## src/icc_pkg.sv

```systemverilog
// ----------------------------------------------------------------------------
// icc_pkg
// shared types, keyword tables and character codes of the command classifier
// ----------------------------------------------------------------------------
package icc_pkg;

   // longest command token that is compared, in bytes
   localparam int MAX_COMMAND_CHARS = 31;
   localparam int POS_W = $clog2(MAX_COMMAND_CHARS + 1);

   localparam int NUM_KEYWORDS = 17;
   localparam int KW_SLOTS = 8;

   typedef logic [7:0] char_type;

   localparam char_type CHAR_COLON = 8'h3A;
   localparam char_type CHAR_SPACE = 8'h20;
   localparam char_type CHAR_NUL = 8'h00;

   typedef enum logic [4:0] {
      KIND_INVALID     = 5'd0,
      KIND_PRIVMSG     = 5'd1,
      KIND_NOTICE      = 5'd2,
      KIND_MODE        = 5'd3,
      KIND_JOIN        = 5'd4,
      KIND_PART        = 5'd5,
      KIND_PING        = 5'd6,
      KIND_PONG        = 5'd7,
      KIND_NICK        = 5'd8,
      KIND_QUIT        = 5'd9,
      KIND_KICK        = 5'd10,
      KIND_KILL        = 5'd11,
      KIND_INVITE      = 5'd12,
      KIND_TOPIC       = 5'd13,
      KIND_TOPICORIGIN = 5'd14,
      KIND_NAMES       = 5'd15,
      KIND_UNKNOWN     = 5'd16
   } kind_type;

   typedef enum logic [1:0] {
      PH_EXPECT_COLON = 2'd0,
      PH_PREFIX       = 2'd1,
      PH_COMMAND      = 2'd2,
      PH_CLOSED       = 2'd3
   } phase_type;

   typedef logic [NUM_KEYWORDS-1:0] hits_type;
   typedef logic [POS_W-1:0] pos_type;

   // one byte handed from the input register to the parser
   typedef struct packed {
      logic     take;
      char_type data;
      logic     last;
   } icc_byte_type;

   // per-line parse state
   typedef struct packed {
      phase_type phase;
      pos_type   pos;
      hits_type  hits;
      logic      invalid;
   } icc_line_state_type;

   localparam char_type KW_TEXT [NUM_KEYWORDS][KW_SLOTS] = '{
      '{"P", "R", "I", "V", "M", "S", "G", CHAR_NUL},
      '{"N", "O", "T", "I", "C", "E", CHAR_NUL, CHAR_NUL},
      '{"M", "O", "D", "E", CHAR_NUL, CHAR_NUL, CHAR_NUL, CHAR_NUL},
      '{"J", "O", "I", "N", CHAR_NUL, CHAR_NUL, CHAR_NUL, CHAR_NUL},
      '{"P", "A", "R", "T", CHAR_NUL, CHAR_NUL, CHAR_NUL, CHAR_NUL},
      '{"P", "I", "N", "G", CHAR_NUL, CHAR_NUL, CHAR_NUL, CHAR_NUL},
      '{"P", "O", "N", "G", CHAR_NUL, CHAR_NUL, CHAR_NUL, CHAR_NUL},
      '{"N", "I", "C", "K", CHAR_NUL, CHAR_NUL, CHAR_NUL, CHAR_NUL},
      '{"Q", "U", "I", "T", CHAR_NUL, CHAR_NUL, CHAR_NUL, CHAR_NUL},
      '{"K", "I", "C", "K", CHAR_NUL, CHAR_NUL, CHAR_NUL, CHAR_NUL},
      '{"K", "I", "L", "L", CHAR_NUL, CHAR_NUL, CHAR_NUL, CHAR_NUL},
      '{"I", "N", "V", "I", "T", "E", CHAR_NUL, CHAR_NUL},
      '{"3", "3", "2", CHAR_NUL, CHAR_NUL, CHAR_NUL, CHAR_NUL, CHAR_NUL},
      '{"T", "O", "P", "I", "C", CHAR_NUL, CHAR_NUL, CHAR_NUL},
      '{"3", "3", "3", CHAR_NUL, CHAR_NUL, CHAR_NUL, CHAR_NUL, CHAR_NUL},
      '{"3", "5", "3", CHAR_NUL, CHAR_NUL, CHAR_NUL, CHAR_NUL, CHAR_NUL},
      '{"N", "A", "M", "E", "S", CHAR_NUL, CHAR_NUL, CHAR_NUL}
   };

   localparam logic [2:0] KW_LEN [NUM_KEYWORDS] = '{
      3'd7, 3'd6, 3'd4, 3'd4, 3'd4, 3'd4, 3'd4, 3'd4, 3'd4, 3'd4, 3'd4, 3'd6,
      3'd3, 3'd5, 3'd3, 3'd3, 3'd5
   };

   localparam kind_type KW_KIND [NUM_KEYWORDS] = '{
      KIND_PRIVMSG, KIND_NOTICE, KIND_MODE, KIND_JOIN, KIND_PART, KIND_PING,
      KIND_PONG, KIND_NICK, KIND_QUIT, KIND_KICK, KIND_KILL, KIND_INVITE,
      KIND_TOPIC, KIND_TOPIC, KIND_TOPICORIGIN, KIND_NAMES, KIND_NAMES
   };

endpackage

```

## src/irc_command_classifier.sv

```systemverilog
// ----------------------------------------------------------------------------
// irc_command_classifier
// classifies one irc line, fed a byte per word, into a message kind code
// ----------------------------------------------------------------------------
// Takes one byte of an irc line per cycle while req_stall is low, with
// req_line_end on the last byte, and gives one rsp_message_kind word per
// line. A line must open with ':' and have a space after its prefix, else it
// is invalid (0). The command token after that space (up to a space, a zero
// byte, the line end or the first MAX_COMMAND_CHARS bytes) is matched against
// the keyword list as it streams in; the final byte produces the kind, or
// unknown (16) for no match or an empty token. Throughput is one byte per
// cycle, save for a last byte held by a stalled result: the keyword flags
// of all keywords update in parallel between the input register and the
// parse state. The kind passes two register stages: input register,
// result register. A stalled result holds only the last byte of the next
// line back; bytes before it keep flowing. No clearing pass after reset.
module irc_command_classifier (
   input  logic                 clock,
   input  logic                 reset,
   // byte stream in
   input  logic                 req_valid,
   output logic                 req_stall,
   input  logic [7:0]           req_line_byte,
   input  logic                 req_line_end,
   // kind out
   output logic                 rsp_valid,
   input  logic                 rsp_stall,
   output logic [4:0]           rsp_message_kind
);
   import icc_pkg::*;

   // input register
   logic      in_valid_ff;
   logic      in_valid_in;
   char_type  in_byte_ff;
   logic      in_last_ff;

   // result register
   logic      rsp_valid_ff;
   logic      rsp_valid_in;
   kind_type  kind_ff;

   logic         out_free;
   logic         advance;
   logic         req_take;
   icc_byte_type byte_word;
   kind_type     line_kind;

   // a byte leaves the input register unless it ends a line and the result
   // register is still full
   assign out_free = !rsp_valid_ff || !rsp_stall;
   assign advance = in_valid_ff && (!in_last_ff || out_free);
   assign req_stall = in_valid_ff && !advance;
   assign req_take = req_valid && !req_stall;

   assign in_valid_in = req_take ? 1'b1 : (advance ? 1'b0 : in_valid_ff);

   always_ff @(posedge clock) begin
      if (reset) begin
         in_valid_ff <= 1'b0;
      end else begin
         in_valid_ff <= in_valid_in;
      end
   end

   // payload needs no reset
   always_ff @(posedge clock) begin
      if (req_take) begin
         in_byte_ff <= req_line_byte;
         in_last_ff <= req_line_end;
      end
   end

   assign byte_word = '{take: advance, data: in_byte_ff, last: in_last_ff};

   icc_line_parser u_parser (
      .clock   (clock),
      .reset   (reset),
      .byte_in (byte_word),
      .kind    (line_kind)
   );

   // a line's kind is loaded when its last byte advances
   always_comb begin
      if (advance && in_last_ff) begin
         rsp_valid_in = 1'b1;
      end else if (rsp_stall) begin
         rsp_valid_in = rsp_valid_ff;
      end else begin
         rsp_valid_in = 1'b0;
      end
   end

   always_ff @(posedge clock) begin
      if (reset) begin
         rsp_valid_ff <= 1'b0;
      end else begin
         rsp_valid_ff <= rsp_valid_in;
      end
   end

   always_ff @(posedge clock) begin
      if (advance && in_last_ff) begin
         kind_ff <= line_kind;
      end
   end

   assign rsp_valid = rsp_valid_ff;
   assign rsp_message_kind = kind_ff;

`ifndef SYNTH
   // last byte of a line waits while the previous result is still stalled
   assert property (@(posedge clock) disable iff (reset)
      (in_valid_ff && in_last_ff && rsp_valid_ff && rsp_stall) |-> req_stall)
      else $error("line end advanced over a stalled result");

   // a byte that does not end a line never creates a result word
   assert property (@(posedge clock) disable iff (reset)
      (advance && !in_last_ff) |=> (rsp_valid_ff == $past(rsp_valid_ff && rsp_stall)))
      else $error("result word without line end");

   // both stages come out of reset empty
   assert property (@(posedge clock)
      reset |=> (!rsp_valid_ff && !in_valid_ff))
      else $error("pipeline not empty after reset");
`endif

endmodule

```

## src/icc_keyword_match.sv

```systemverilog
// ----------------------------------------------------------------------------
// icc_keyword_match
// narrows the keyword hit flags by one command byte, all keywords in parallel
// ----------------------------------------------------------------------------
module icc_keyword_match (
   input  icc_pkg::hits_type hits,
   input  icc_pkg::pos_type  pos,
   input  icc_pkg::char_type data,
   output icc_pkg::hits_type hits_upd
);
   import icc_pkg::*;

   always_comb begin
      for (int k = 0; k < NUM_KEYWORDS; k++) begin
         hits_upd[k] = hits[k] && (pos < POS_W'(KW_LEN[k]))
                       && (KW_TEXT[k][pos[2:0]] == data);
      end
   end

endmodule

```

## src/icc_classify.sv

```systemverilog
// ----------------------------------------------------------------------------
// icc_classify
// turns the line state after its last byte into a message kind code
// ----------------------------------------------------------------------------
module icc_classify (
   input  icc_pkg::icc_line_state_type line_state,
   output icc_pkg::kind_type           kind
);
   import icc_pkg::*;

   logic [NUM_KEYWORDS-1:0] full_hit;

   always_comb begin
      for (int k = 0; k < NUM_KEYWORDS; k++) begin
         full_hit[k] = line_state.hits[k] && (line_state.pos == POS_W'(KW_LEN[k]));
      end
   end

   // lowest matching keyword wins
   always_comb begin
      kind = KIND_UNKNOWN;
      for (int k = NUM_KEYWORDS - 1; k >= 0; k--) begin
         if (full_hit[k]) begin
            kind = KW_KIND[k];
         end
      end
      if (line_state.invalid || line_state.phase == PH_EXPECT_COLON
          || line_state.phase == PH_PREFIX) begin
         kind = KIND_INVALID;
      end
   end

endmodule

```

## src/icc_line_parser.sv

```systemverilog
// ----------------------------------------------------------------------------
// icc_line_parser
// per-line parse state machine; gives the kind of the line on its last byte
// ----------------------------------------------------------------------------
module icc_line_parser (
   input  logic                 clock,
   input  logic                 reset,
   input  icc_pkg::icc_byte_type byte_in,
   output icc_pkg::kind_type    kind
);
   import icc_pkg::*;

   icc_line_state_type state_ff;
   icc_line_state_type state_upd;
   icc_line_state_type state_in;
   hits_type           hits_upd;
   logic [POS_W:0]     pos_plus;

   localparam icc_line_state_type LINE_CLEAR = '{
      phase:   PH_EXPECT_COLON,
      pos:     '0,
      hits:    '1,
      invalid: 1'b0
   };

   icc_keyword_match u_match (
      .hits     (state_ff.hits),
      .pos      (state_ff.pos),
      .data     (byte_in.data),
      .hits_upd (hits_upd)
   );

   assign pos_plus = {1'b0, state_ff.pos} + (POS_W + 1)'(1);

   always_comb begin
      state_upd = state_ff;
      case (state_ff.phase)
         PH_EXPECT_COLON: begin
            if (byte_in.data == CHAR_COLON) begin
               state_upd.phase = PH_PREFIX;
            end else begin
               state_upd.invalid = 1'b1;
               state_upd.phase = PH_CLOSED;
            end
         end
         PH_PREFIX: begin
            if (byte_in.data == CHAR_NUL) begin
               state_upd.invalid = 1'b1;
               state_upd.phase = PH_CLOSED;
            end else if (byte_in.data == CHAR_SPACE) begin
               state_upd.phase = PH_COMMAND;
            end
         end
         PH_COMMAND: begin
            if (byte_in.data == CHAR_NUL || byte_in.data == CHAR_SPACE) begin
               state_upd.phase = PH_CLOSED;
            end else begin
               state_upd.hits = hits_upd;
               state_upd.pos = pos_plus[POS_W-1:0];
               if (pos_plus >= (POS_W + 1)'(MAX_COMMAND_CHARS)) begin
                  state_upd.phase = PH_CLOSED;
               end
            end
         end
         default: begin
            state_upd = state_ff;
         end
      endcase

      // rearm after the last byte of a line
      if (!byte_in.take) begin
         state_in = state_ff;
      end else if (byte_in.last) begin
         state_in = LINE_CLEAR;
      end else begin
         state_in = state_upd;
      end
   end

   always_ff @(posedge clock) begin
      if (reset) begin
         state_ff <= LINE_CLEAR;
      end else begin
         state_ff <= state_in;
      end
   end

   icc_classify u_classify (
      .line_state (state_upd),
      .kind       (kind)
   );

endmodule
```

## config.mk

```make
export PLATFORM = sky130hd
export DESIGN_NAME = irc_command_classifier
export DESIGN_NICKNAME = d
export VERILOG_FILES = /design/src/icc_pkg.sv /design/src/irc_command_classifier.sv /design/src/icc_keyword_match.sv /design/src/icc_classify.sv /design/src/icc_line_parser.sv
export SDC_FILE = /design/constraint.sdc
export NUM_CORES = 1
export LEC_CHECK = 0
export BUFFER_PORTS_ARGS = -buffer_cell sky130_fd_sc_hd__buf_2
export CORE_MARGIN = 2
export CORE_UTILIZATION = 25
export CTS_CLUSTER_DIAMETER = 120
export DETAILED_ROUTE_END_ITERATION = 10
export RECOVER_POWER = 50
export REMOVE_ABC_BUFFERS = 1
export SLEW_MARGIN = 15
export SYNTH_ARGS = -nofsm -noshare
export SYNTH_HDL_FRONTEND = slang
export SYNTH_SLANG_ARGS = --single-unit
```

## constraint.sdc

```tcl
create_clock -name clock -period 9.6 [get_ports clock]
set_clock_uncertainty 0.15 [all_clocks]
set_input_delay 1.92 -clock clock [delete_from_list [all_inputs] [get_ports clock]]
set_output_delay 1.92 -clock clock [all_outputs]
set_load 0.01 [all_outputs]
```

After elaboration in Yosys (flattened, before gate mapping)
Memory sizes are Yosys's and may differ from the RTL's.
Cells that the tools add are included.
{ "op_classes": {"eq_ne": 28, "n_bitwise": 1, "n_mux": 67, "reduce_logical": 73, "n_addsub": 1, "magnitude_cmp": 7} }
{ "op_table": {"columns": ["operator", "count"], "rows": [
  ["8-bit two-way mux", 34],
  ["8-bit == test", 17],
  ["1-bit logical AND", 55],
  ["22-bit two-way mux", 2],
  ["4-bit two-way mux", 9],
  ["25-bit two-way mux", 1],
  ["5-bit by 3-bit == test with 1-bit output, second input constant", 4],
  ["5-bit by 3-bit < comparator with 1-bit output, second input constant", 4],
  ["17-bit OR reduction", 1],
  ["8-bit by 6-bit == test with 1-bit output, second input constant", 2],
  ["2-bit two-way mux", 7],
  ["3-bit two-way mux", 4],
  ["8-bit logical NOT", 1],
  ["8-bit OR reduction", 1],
  ["1-bit two-way mux", 7],
  ["5-bit by 1-bit adder with 6-bit output, second input constant", 1],
  ["6-bit by 5-bit greater-or-equal comparator with 1-bit output, second input constant", 1],
  ["2-bit one-hot mux with 3 select lines", 1],
  ["5-bit by 2-bit == test with 1-bit output, second input constant", 1],
  ["1-bit logical NOT", 5],
  ["1-bit logical OR", 5],
  ["5-bit by 2-bit < comparator with 1-bit output, second input constant", 1],
  ["5-bit two-way mux", 1],
  ["2-bit by 1-bit == test with 1-bit output, second input constant", 2],
  ["9 further kinds", 10]
]} }
{ "totals": {"register_bits": 41, "mem_bits_ro": 1088, "input_bits": 13, "n_memories": 17} }
{ "mem_list": {"columns": ["name", "words", "word_bits", "read_ports", "rd_ports_with_merged_regs", "write_ports", "line", "rtl"], "rows": [
  ["(no name shown)", 8, 8, 1, 0, 0, "icc_keyword_match.sv:16", "&& (KW_TEXT[k][pos[2:0]] == data);"],
  ["(no name shown)", 8, 8, 1, 0, 0, "icc_keyword_match.sv:16", null],
  ["(no name shown)", 8, 8, 1, 0, 0, "icc_keyword_match.sv:16", null],
  ["(no name shown)", 8, 8, 1, 0, 0, "icc_keyword_match.sv:16", null],
  ["(no name shown)", 8, 8, 1, 0, 0, "icc_keyword_match.sv:16", null],
  ["(no name shown)", 8, 8, 1, 0, 0, "icc_keyword_match.sv:16", null],
  ["11 more memories", null, null, null, null, null, null, null]
]} }

Logic depth before layout (Yosys ltp)
Gate-level depths: netlist of run 1.
{ "depth": {"depth_word": 27, "ltp_mapped": 13} }

By module
From an unflattened synthesis of run 1, not the netlist that was laid out.
{ "unflattened": {"hier_cells": 482, "hier_area_um2": 3875.0} }
{ "by_module_without_submodules": {"columns": ["module", "cells_per_inst", "seq_area_each_um2", "area_per_inst_um2", "n_inst"], "rows": [
  ["icc_line_parser", 172, 500.5, 1514.0, 1],
  ["icc_keyword_match", 229, 0.0, 1491.4, 1],
  ["irc_command_classifier", 27, 460.4, 513.0, 1],
  ["icc_classify", 54, 0.0, 356.6, 1]
]} }

Worst setup path before layout of run 1
OpenSTA, ideal clock, no wires.
{ "synth_path": {"path_kind": "input to output", "start": "input rsp_stall", "end": "output req_stall", "required_ns": 7.530, "arrival_time_ns": 2.138, "path_stages": 2, "path_slack_ns": 5.392, "cell_sequence": "nand4_1 -> inv_1"} }
{ "synth_via": {"elab_chain_cells": 6} }
{ "synth_lines": {"columns": ["item", "line", "rtl"], "rows": [
  ["from (decl)", "irc_command_classifier.sv:27", "input logic rsp_stall,"],
  ["1-bit logical NOT", "irc_command_classifier.sv:51", "assign out_free = !rsp_valid_ff || !rsp_stall;"],
  ["1-bit logical OR", "irc_command_classifier.sv:51", null],
  ["1-bit logical OR", "irc_command_classifier.sv:52", "assign advance = in_valid_ff && (!in_last_ff || out_free);"],
  ["1-bit logical AND", "irc_command_classifier.sv:52", null],
  ["1-bit logical NOT", null, null],
  ["1-bit logical AND", "irc_command_classifier.sv:53", "assign req_stall = in_valid_ff && !advance;"],
  ["to (decl)", "irc_command_classifier.sv:22", "output logic req_stall,"]
]} }
Every way passes these cells.

Worst setup path in the final report of run 1
{ "layout_path": {"start": "register u_parser.state_ff[18] (netlist bit)", "end": "register kind_ff[1], in the netlist rsp_message_kind[1] (data pin)"} }
{ "layout_via": {"elab_chain_cells": 25, "word_cells_on_any_way": 158} }
{ "layout_lines": {"columns": ["item", "line", "rtl"], "rows": [
  ["from (decl)", "icc_line_parser.sv:13", "icc_line_state_type state_ff;"],
  ["from (signal assigned)", "icc_line_parser.sv:84", "state_ff <= state_in;"],
  ["3-bit inverter with 4-bit output (not written as such)", "icc_keyword_match.sv:16", null],
  ["memory 8 x 8 bit", null, null],
  ["8-bit two-way mux (not written as such) (2 in series)", "icc_keyword_match.sv:16", null],
  ["8-bit == test", "icc_keyword_match.sv:16", null],
  ["1-bit logical AND", "icc_keyword_match.sv:16", null],
  ["22-bit two-way mux", "icc_line_parser.sv:55", "if (byte_in.data == CHAR_NUL || byte_in.data == CHAR_SPACE) begin"],
  ["22-bit two-way mux", "icc_line_parser.sv:37", "case (state_ff.phase)"],
  ["1-bit logical AND", "icc_classify.sv:15", "full_hit[k] = line_state.hits[k] && (line_state.pos == POS_W'(KW_LEN[k]));"],
  ["5-bit two-way mux", "icc_classify.sv:23", "if (full_hit[k]) begin"],
  ["4-bit two-way mux (9 in series)", "icc_classify.sv:23", null],
  ["3-bit two-way mux (4 in series)", "icc_classify.sv:23", null],
  ["2-bit two-way mux (2 in series)", "icc_classify.sv:23", null],
  ["to (signal assigned)", "irc_command_classifier.sv:104", "kind_ff <= line_kind;"],
  ["to (decl)", "irc_command_classifier.sv:41", "kind_type kind_ff;"]
]} }
Several ways; a longest one is shown, not always the timed one. The select of a mux whose other input is x is not followed.
A chain may end at the register's enable or synchronous reset.

==> reports/results.tsv, run 1 <==
stage	metric	value	unit
setup_path	CP max stage cell	clkbuf_1	
layout	# nets final	456	
synth	synthesized flop and latch total	41	
synth	EDFF count, synth	14	
die	core box area	0.0137	mm2
run_status	outcome	finished clean	
sta	top achievable clock speed	0.200	GHz
die	IO Pins	20	
detailed_routing	DRC Markers	0	
synth	Post-Syn Area	0.00348	mm2
global_route	grt ovf	0	
synth	syn avg cell area	7.85	um2
sta	RSZ-0062 raised after global routing	no	
setup_path	WP depth	11	
setup_path	Max Fanout on Critical Path	27	
sta	max-slew violations	0	
layout	P&R area growth vs syn	9.96	%
synth	Synth Flop Type	dfxtp_1	
clock_network	CTS tree	done	
sta	Final setup viols	0	
clock_network	setup repair bufs after CTS	0	
synth	post-synth top area cell	dfxtp_1	
run	Max Cap Viol	0	
sta	final hold vios	0	
die	die footprint	0.0149	mm2
clock_network	H-tree Lvls	2	
setup_path	r2r endpoint	rsp_message_kind[1]	
die	Die H	122	um
layout	layout cells sized above 1	8.06	%
global_route	Total GRT Usage	13.8	%
die	Initial Utilization	25.4	%
detailed_routing	drt first pass iters	5	
die	row count	43	
setup_path	critical path endpoint category	register	
clock_network	clk sink count	41	
detailed_routing	WL per Instance	16.7	um
global_route	initial antenna violation count	0	
global_route	pin count of the biggest net entering global routing	47	
setup_path	Crit path max-delay family	buffers and inverters	
synth	Distinct cells, synth	69	
synth	Async S/R FF share, synth	0	%
sta	Slew @ Worst Pin	1.36	ns
synth	Synth Instances	443	
detailed_routing	wirelength, routed	10300	um
placed_design	Cells after DPL	606	
pwr	VDD IR max	0.0653	mV
setup_path	Required @ worst endpoint	9.56	ns
setup_path	CP peak stage delay	0.99	ns
sta	Slew headroom	9.37	%
pwr	Switch Pwr	0.116	mW
clock_network	PostCTS Resize Cnt	0	
synth	synth top area cells	dfxtp_1 (16%), edfxtp_1 (12%), xnor2_1 (5.5%)	
detailed_routing	vias per cell	5.72	
setup_path	worst r2r src	u_parser.state_ff[18]	
sta	final setup TNS	0	ns
sta	Final min period	5.01	ns
setup_path	CP Capture Point	rsp_message_kind[1]	
clock_network	Clock Latency Late Sink	0.28	ns
placed_design	Placer Congestion	0.900	
pwr	sw frac	26.0	%
global_route	vias in the first global route	3220	
placed_design	Detailed Place HPWL	7130	um
pwr	Sequential Power Share	43.7	%
synth	Ys Warns	0	
pwr	P_leak	1.30	nW
synth	Synth top area share	15.5	%
setup_path	Buf+Inv Stages, Crit Path	2	
detailed_routing	Detailed Route Iter0 Violations	360	
sta	fin crit share	52.2	%
layout	# diodes	0	
die	Die X	122	um
setup_path	Crit. Startpoint	u_parser.state_ff[18]	
clock_network	Worst-path clk slew	0.06	ns
pwr	P_int	0.331	mW
hold_path	min-delay worst type	reg2reg	
setup_path	WS Path Type	reg2reg	
global_route	global-route wire length before repair	16700	um
pwr	Comb power frac	14.2	%
synth	sequential area share after synthesis	27.6	%
clock_network	Post-CTS Hold Fix Bufs	0	
layout	post-layout util	27.9	%
detailed_routing	Vias	3511	
pwr	Clk pwr share	42.1	%
detailed_routing	antenna viol nets, final	0	
pwr	P per Cell Area	117	mW/mm2
setup_path	Reg2Reg Setup Slack	4.59	ns
setup_path	WP data arrival	4.97	ns
clock_network	clock buffer count from CTS	5	
clock_network	worst-case clock buffer depth	2	
setup_path	critical path launch point type	register	
setup_path	worst reg2reg path depth	11	
placed_design	IO Port Bufs	19	
layout	Non-Filler Instances	614	
setup_path	critical path, cell by cell	clkbuf_1, clkinv_1, ha_1, nor2_1, o211ai_1, a211oi_1, o21ai_0, a21oi_1, o221ai_1, a22o_1, a211oi_2	
clock_network	CTS root buf	clkbuf_16	
[how the worst min path moves through the flow]
| stage | from | endpoint | slack (ns) | cells after the start |
|---|---|---|---|---|
| 3_3_place_gp | u_parser.state_ff[5] | u_parser.state_ff[5] | 0.30 | 2 |
| 3_5_place_dp | u_parser.state_ff[5] | u_parser.state_ff[5] | 0.30 | 2 |
| 5_1_grt | u_parser.state_ff[9] | u_parser.state_ff[9] | 0.35 | 1 |
| 2_1_floorplan | u_parser.state_ff[5] | u_parser.state_ff[5] | 0.28 | 2 |
| 4_1_cts | u_parser.state_ff[5] | u_parser.state_ff[5] | 0.31 | 2 |
| 6_report | u_parser.state_ff[5] | u_parser.state_ff[5] | 0.31 | 2 |
[cell families after synthesis]
family / synth area share, %
flops: 27.6
fa+ha+maj: 3.60
compound gates: 27.4
buf+inv: 6.26
mux: 1.73
simple gates: 24.6
xor+xnor: 8.81
[per-stage QoR]
step | hold slack (ns) | area [um2] | total power, mW | setup WS (ns)
after floorplan | 0.281 | 3310 | 0.240 | 5.39
after global placement | 0.301 | 3680 | 0.260 | 5.15
after detailed placement | 0.299 | 3680 | 0.262 | 5.15
after CTS | 0.315 | 3840 | 0.450 | 5.15
after global routing | 0.353 | 3830 | 0.464 | 4.24
final | 0.313 | 3830 | 0.447 | 4.59
[flip-flops by register name, indices dropped and copies added, names as in the netlist]
name / cells
rsp_valid: 1
in_last_ff: 1
u_parser.state_ff: 25
in_valid_ff: 1
rsp_message_kind: 5
in_byte_ff: 8
[cell type report]
cell class	instances	area [um2]
Multi-Input combinational cell	347	2300
Clock inverter	2	33.8
Timing Repair Buffer	25	128
Tap cell	180	225
Inverter	13	48.8
Sequential cell	41	961
Clock buffer	6	129
Fill cell	1483	9890
[power groups by stage]
stage	clock, mW	combinational (mW)	sequential, mW
2_1_floorplan	0	0.0406	0.199
3_3_place_gp	0	0.0617	0.199
3_5_place_dp	0	0.0629	0.199
4_1_cts	0.191	0.0632	0.195
5_1_grt	0.197	0.0700	0.196
6_report	0.188	0.0635	0.195
[metal layers]
layer  GRT usage [%]  part of all wire (%)  wire length (um)
met5               0                     0                 0
met4            3.59                   2.4               248
met3            2.06                   6.8               698
met2            22.9                    46              4730
met1            18.8                    45              4590
[placed cells by master (no fill, tap or decap), drive strengths merged, types with 4 or more instances in the layout]
cell type / n
a211o: 7
a211oi: 8
a21oi: 33
a22oi: 6
a31oi: 8
and3: 10
buf: 17
clkbuf: 14
dfxtp: 27
edfxtp: 14
ha: 10
inv: 11
mux2i: 6
nand2: 29
nand2b: 10
nand3: 9
nand4: 8
nand4b: 4
nor2: 37
nor3: 16
nor4: 9
nor4b: 4
o2111ai: 4
o21a: 6
o21ai: 27
or4: 4
xnor2: 22
xor2: 13
[worst register-to-register path, cell delays in order (launching register included)]
cell	delay, ns
dfxtp_1	0.30
clkbuf_1	0.99
clkinv_1	0.80
ha_1	0.68
nor2_1	0.35
o211ai_1	0.20
a211oi_1	0.33
o21ai_0	0.15
a21oi_1	0.26
o221ai_1	0.20
a22o_1	0.22
a211oi_2	0.22
[cells in the mapped netlist (3+ instances only)]
cell and n:
a211o_1 6, a211oi_1 6, a21oi_1 33, a22oi_1 6, a31oi_1 8, a32o_1 3
and3_1 10, and4_1 3, buf_1 4, buf_2 3, clkbuf_1 34, dfxtp_1 27
edfxtp_1 14, ha_1 10, inv_1 11, mux2i_1 6, nand2_1 29, nand2b_1 10
nand3_1 9, nand4_1 8, nand4b_1 4, nor2_1 37, nor2b_1 3, nor3_1 14
nor4_1 9, nor4b_1 4, o2111ai_1 4, o21a_1 6, o21ai_0 23, o21ai_1 4
o22ai_1 3, o311ai_0 3, o31ai_1 3, o32a_1 3, or4_1 3, xnor2_1 22
xor2_1 13
No activity file was read; power rests on OpenSTA's default activity.
==> run 2: changes to the inputs <==
--- a/config.mk
+++ b/config.mk
@@ -5,6 +5,7 @@
 export SDC_FILE = /design/constraint.sdc
 export NUM_CORES = 1
 export LEC_CHECK = 0
+export ABC_AREA = 1
 export BUFFER_PORTS_ARGS = -buffer_cell sky130_fd_sc_hd__buf_2
 export CORE_MARGIN = 2
 export CORE_UTILIZATION = 25
==> constraint.sdc (replaced) <==
create_clock -name clock -period 4.2 [get_ports clock]
set_clock_uncertainty 0.15 [all_clocks]
set_input_delay 0.84 -clock clock [delete_from_list [all_inputs] [get_ports clock]]
set_output_delay 0.84 -clock clock [all_outputs]
set_load 0.01 [all_outputs]
==> run 2 against run 1 <==
  * Global-route usage up 0.17 points
  * Setup slack lost 4.0 ns
  * Sequential share of layout area fell by 0.21 points
  * Largest cell class unchanged
  * Critical endpoint is now rsp_message_kind[0]
  * Non-clock buffer count increased by 2
  * Area after synthesis decreased by 0.86%
  * Final cell count up 15%
  * Largest power group is now the clock network
  * Sequential cell count is the same
  * Critical path type unchanged
==> reports/results.tsv, run 2 <==
stage	metric	value	unit
setup_path	critical path, cell by cell	clkbuf_1, inv_1, nand2_1, nor2_8, nand2_2, nand3_4, nand2_1, nand2_1, nor3_4, nand3_1, nand2_1, nand2_1, nand2_1, nand2_1, nand2_1, nand2_1, nand2_1, nand3_1, nand2_1, inv_1	
sta	fin crit share	86.1	%
global_route	initial antenna violation count	0	
pwr	P_leak	1.74	nW
setup_path	Required @ worst endpoint	4.10	ns
synth	Post-synth top cells	nand2_1 (138), nor2_1 (51), inv_1 (45)	
layout	Biggest register	u_parser.state_ff	
synth	synthesized flop and latch total	41	
sta	RSZ-0062 raised after global routing	no	
synth	syn avg cell area	6.74	um2
synth	synth top area cells	dfxtp_1 (16%), nand2_1 (15%), edfxtp_1 (12%)	
synth	Post-Syn Area	0.00345	mm2
detailed_routing	drt first pass iters	5	
synth	count leader, synth	nand2_1	
synth	sequential area share after synthesis	27.9	%
clock_network	PostCTS Resize Cnt	0	
layout	# nets final	550	
die	core box area	0.0133	mm2
synth	Async S/R FF share, synth	0	%
clock_network	Worst-path clk slew	0.06	ns
global_route	global-route wire length before repair	16400	um
detailed_routing	wirelength, routed	10100	um
placed_design	Detailed Place HPWL	7610	um
run_status	outcome	finished clean	
global_route	pin count of the biggest net entering global routing	19	
setup_path	WP data arrival	3.52	ns
placed_design	IO Port Bufs	19	
layout	most frequent cells in the layout	nand2_1 (140), nor2_1 (51), inv_1 (45)	
sta	Slew @ Worst Pin	0.855	ns
setup_path	CP max stage cell	clkbuf_1	
hold_path	WHS Path Cells	1	
clock_network	clock buffer count from CTS	5	
die	Die H	121	um
detailed_routing	WL per Instance	14.3	um
run	Max Cap Viol	0	
clock_network	setup repair bufs after CTS	0	
die	row count	42	
setup_path	critical path endpoint category	register	
setup_path	WP depth	20	
pwr	P per Cell Area	275	mW/mm2
setup_path	worst reg2reg path depth	20	
hold_path	min-delay worst type	reg2reg	
sta	top achievable clock speed	0.277	GHz
layout	Final Instance Area	0.00386	mm2
sta	Slew headroom	43.0	%
detailed_routing	Detailed Route Iter0 Violations	477	
detailed_routing	antenna viol nets, final	0	
die	die footprint	0.0148	mm2
synth	Ys Warns	0	
sta	final hold vios	0	
clock_network	CTS root buf	clkbuf_16	
layout	layout cells sized above 1	13.3	%
sta	final setup TNS	0	ns
die	Die X	121	um
layout	P&R area growth vs syn	11.9	%
clock_network	clk sink count	41	
setup_path	cell mode on critical path	nand2_1	
clock_network	worst-case clock buffer depth	2	
layout	most common cell after layout, fill and taps aside	nand2_1	
die	IO Pins	20	
synth	Synth Instances	512	
clock_network	Post-CTS Hold Fix Bufs	0	
placed_design	Placer Congestion	1.01	
global_route	vias in the first global route	3182	
layout	# fillers	1523	
layout	# diodes	0	
synth	Distinct cells, synth	49	
clock_network	Clock Latency Late Sink	0.29	ns
setup_path	CP peak stage delay	0.53	ns
setup_path	Crit path max-delay family	simple AND/OR/NAND/NOR gates	
placed_design	Placed Area	0.00370	mm2
detailed_routing	Vias	3421	
sta	Final min period	3.62	ns
clock_network	H-tree Lvls	2	
detailed_routing	vias per cell	4.86	
layout	max reg flops	25	
synth	Synth top area share	15.7	%
synth	EDFF count, synth	14	
synth	Synth Flop Type	dfxtp_1	
global_route	grt ovf	0	
detailed_routing	DRC Markers	0	
pwr	VDD IR max	0.198	mV
clock_network	CTS tree	done	
setup_path	Reg2Reg Setup Slack	0.58	ns
die	Initial Utilization	25.8	%
sta	max-slew violations	0	
setup_path	critical path launch point type	register	
setup_path	WS Path Type	reg2reg	
sta	Final setup viols	0	
global_route	Total GRT Usage	14.0	%
synth	post-synth top area cell	dfxtp_1	
setup_path	Max Fanout on Critical Path	12	
placed_design	Cells after DPL	696	
setup_path	Buf+Inv Stages, Crit Path	3	
layout	Non-Filler Instances	704	
[run 2: changes by cell type in the layout (fill, tap and decap cells not counted), sizes merged, moves of 20 or more]
cell,change
nand2,+123
inv,+48
nand3,+29
nor2,+25
xnor2,-20
[run 2: final timing paths]
kind                                       startpoint                     to
worst max-delay path                    in_byte_ff[0]    rsp_message_kind[0]
worst min-delay path            u_parser.state_ff[17]  u_parser.state_ff[17]
worst max register to register          in_byte_ff[0]    rsp_message_kind[0]
worst min register to register  u_parser.state_ff[17]  u_parser.state_ff[17]
[run 2: worst register-to-register path, stage by stage, from the launching register on]
cell and delay (ns):
edfxtp_1 0.32, clkbuf_1 0.53, inv_1 0.42, nand2_1 0.28
nor2_8 0.07, nand2_2 0.10, nand3_4 0.15, nand2_1 0.09
nand2_1 0.16, nor3_4 0.37, nand3_1 0.15, nand2_1 0.10
nand2_1 0.06, nand2_1 0.05, nand2_1 0.04, nand2_1 0.05
nand2_1 0.05, nand2_1 0.08, nand3_1 0.07, nand2_1 0.06
inv_1 0.03
[run 2: logic make-up after synthesis]
group	synth area share, %
xor gates and xnor gates	4.32
AOI/OAI and AO/OA	15.7
DFF	27.9
buffers and inverters	11.1
and+or+nand+nor	37.4
adders and majority gates	3.63
[run 2: area by class of cell]
| type | count | area (um2) | share of cell area (%) |
|---|---|---|---|
| repair buffers | 27 | 140 | 3.63 |
| flip-flops and latches | 41 | 961 | 24.9 |
| multi-input cells | 390 | 2090 | 54.2 |
| clock buffers | 6 | 150 | 3.89 |
| well taps | 176 | 220 | 5.71 |
| clock inverters | 2 | 38.8 | 1.01 |
| inverters | 62 | 259 | 6.71 |
[run 2: metal layers]
| layer | GRT usage [%] | wire, um | vias to the layer above |
|---|---|---|---|
| met5 | 0 | 0 | - |
| met4 | 5.39 | 297 | 0 |
| met3 | 1.93 | 555 | 20 |
| met2 | 22.6 | 4560 | 125 |
| met1 | 18.8 | 4680 | 1555 |
| li1 | - | - | 1721 |
[run 2: metrics by stage]
stage | utilization [%] | hold WS (ns) | power [mW] | worst slack (ns)
3_5_place_dp | 27.7 | 0.293 | 0.580 | 0.973
2_1_floorplan | - | 0.279 | 0.535 | 1.35
4_1_cts | 29.1 | 0.309 | 1.07 | 0.939
6_report | 28.9 | 0.306 | 1.06 | 0.584
3_3_place_gp | 27.7 | 0.286 | 0.581 | 1.01
5_1_grt | 28.9 | 0.323 | 1.10 | 0.318
[run 2: report_power, final]
part	switching, mW	internal, mW	total [mW]	leakage, nW
clock	0.171	0.319	0.490	0.0926
sequential	0.0140	0.422	0.436	0.351
combinational	0.0932	0.0423	0.135	1.30
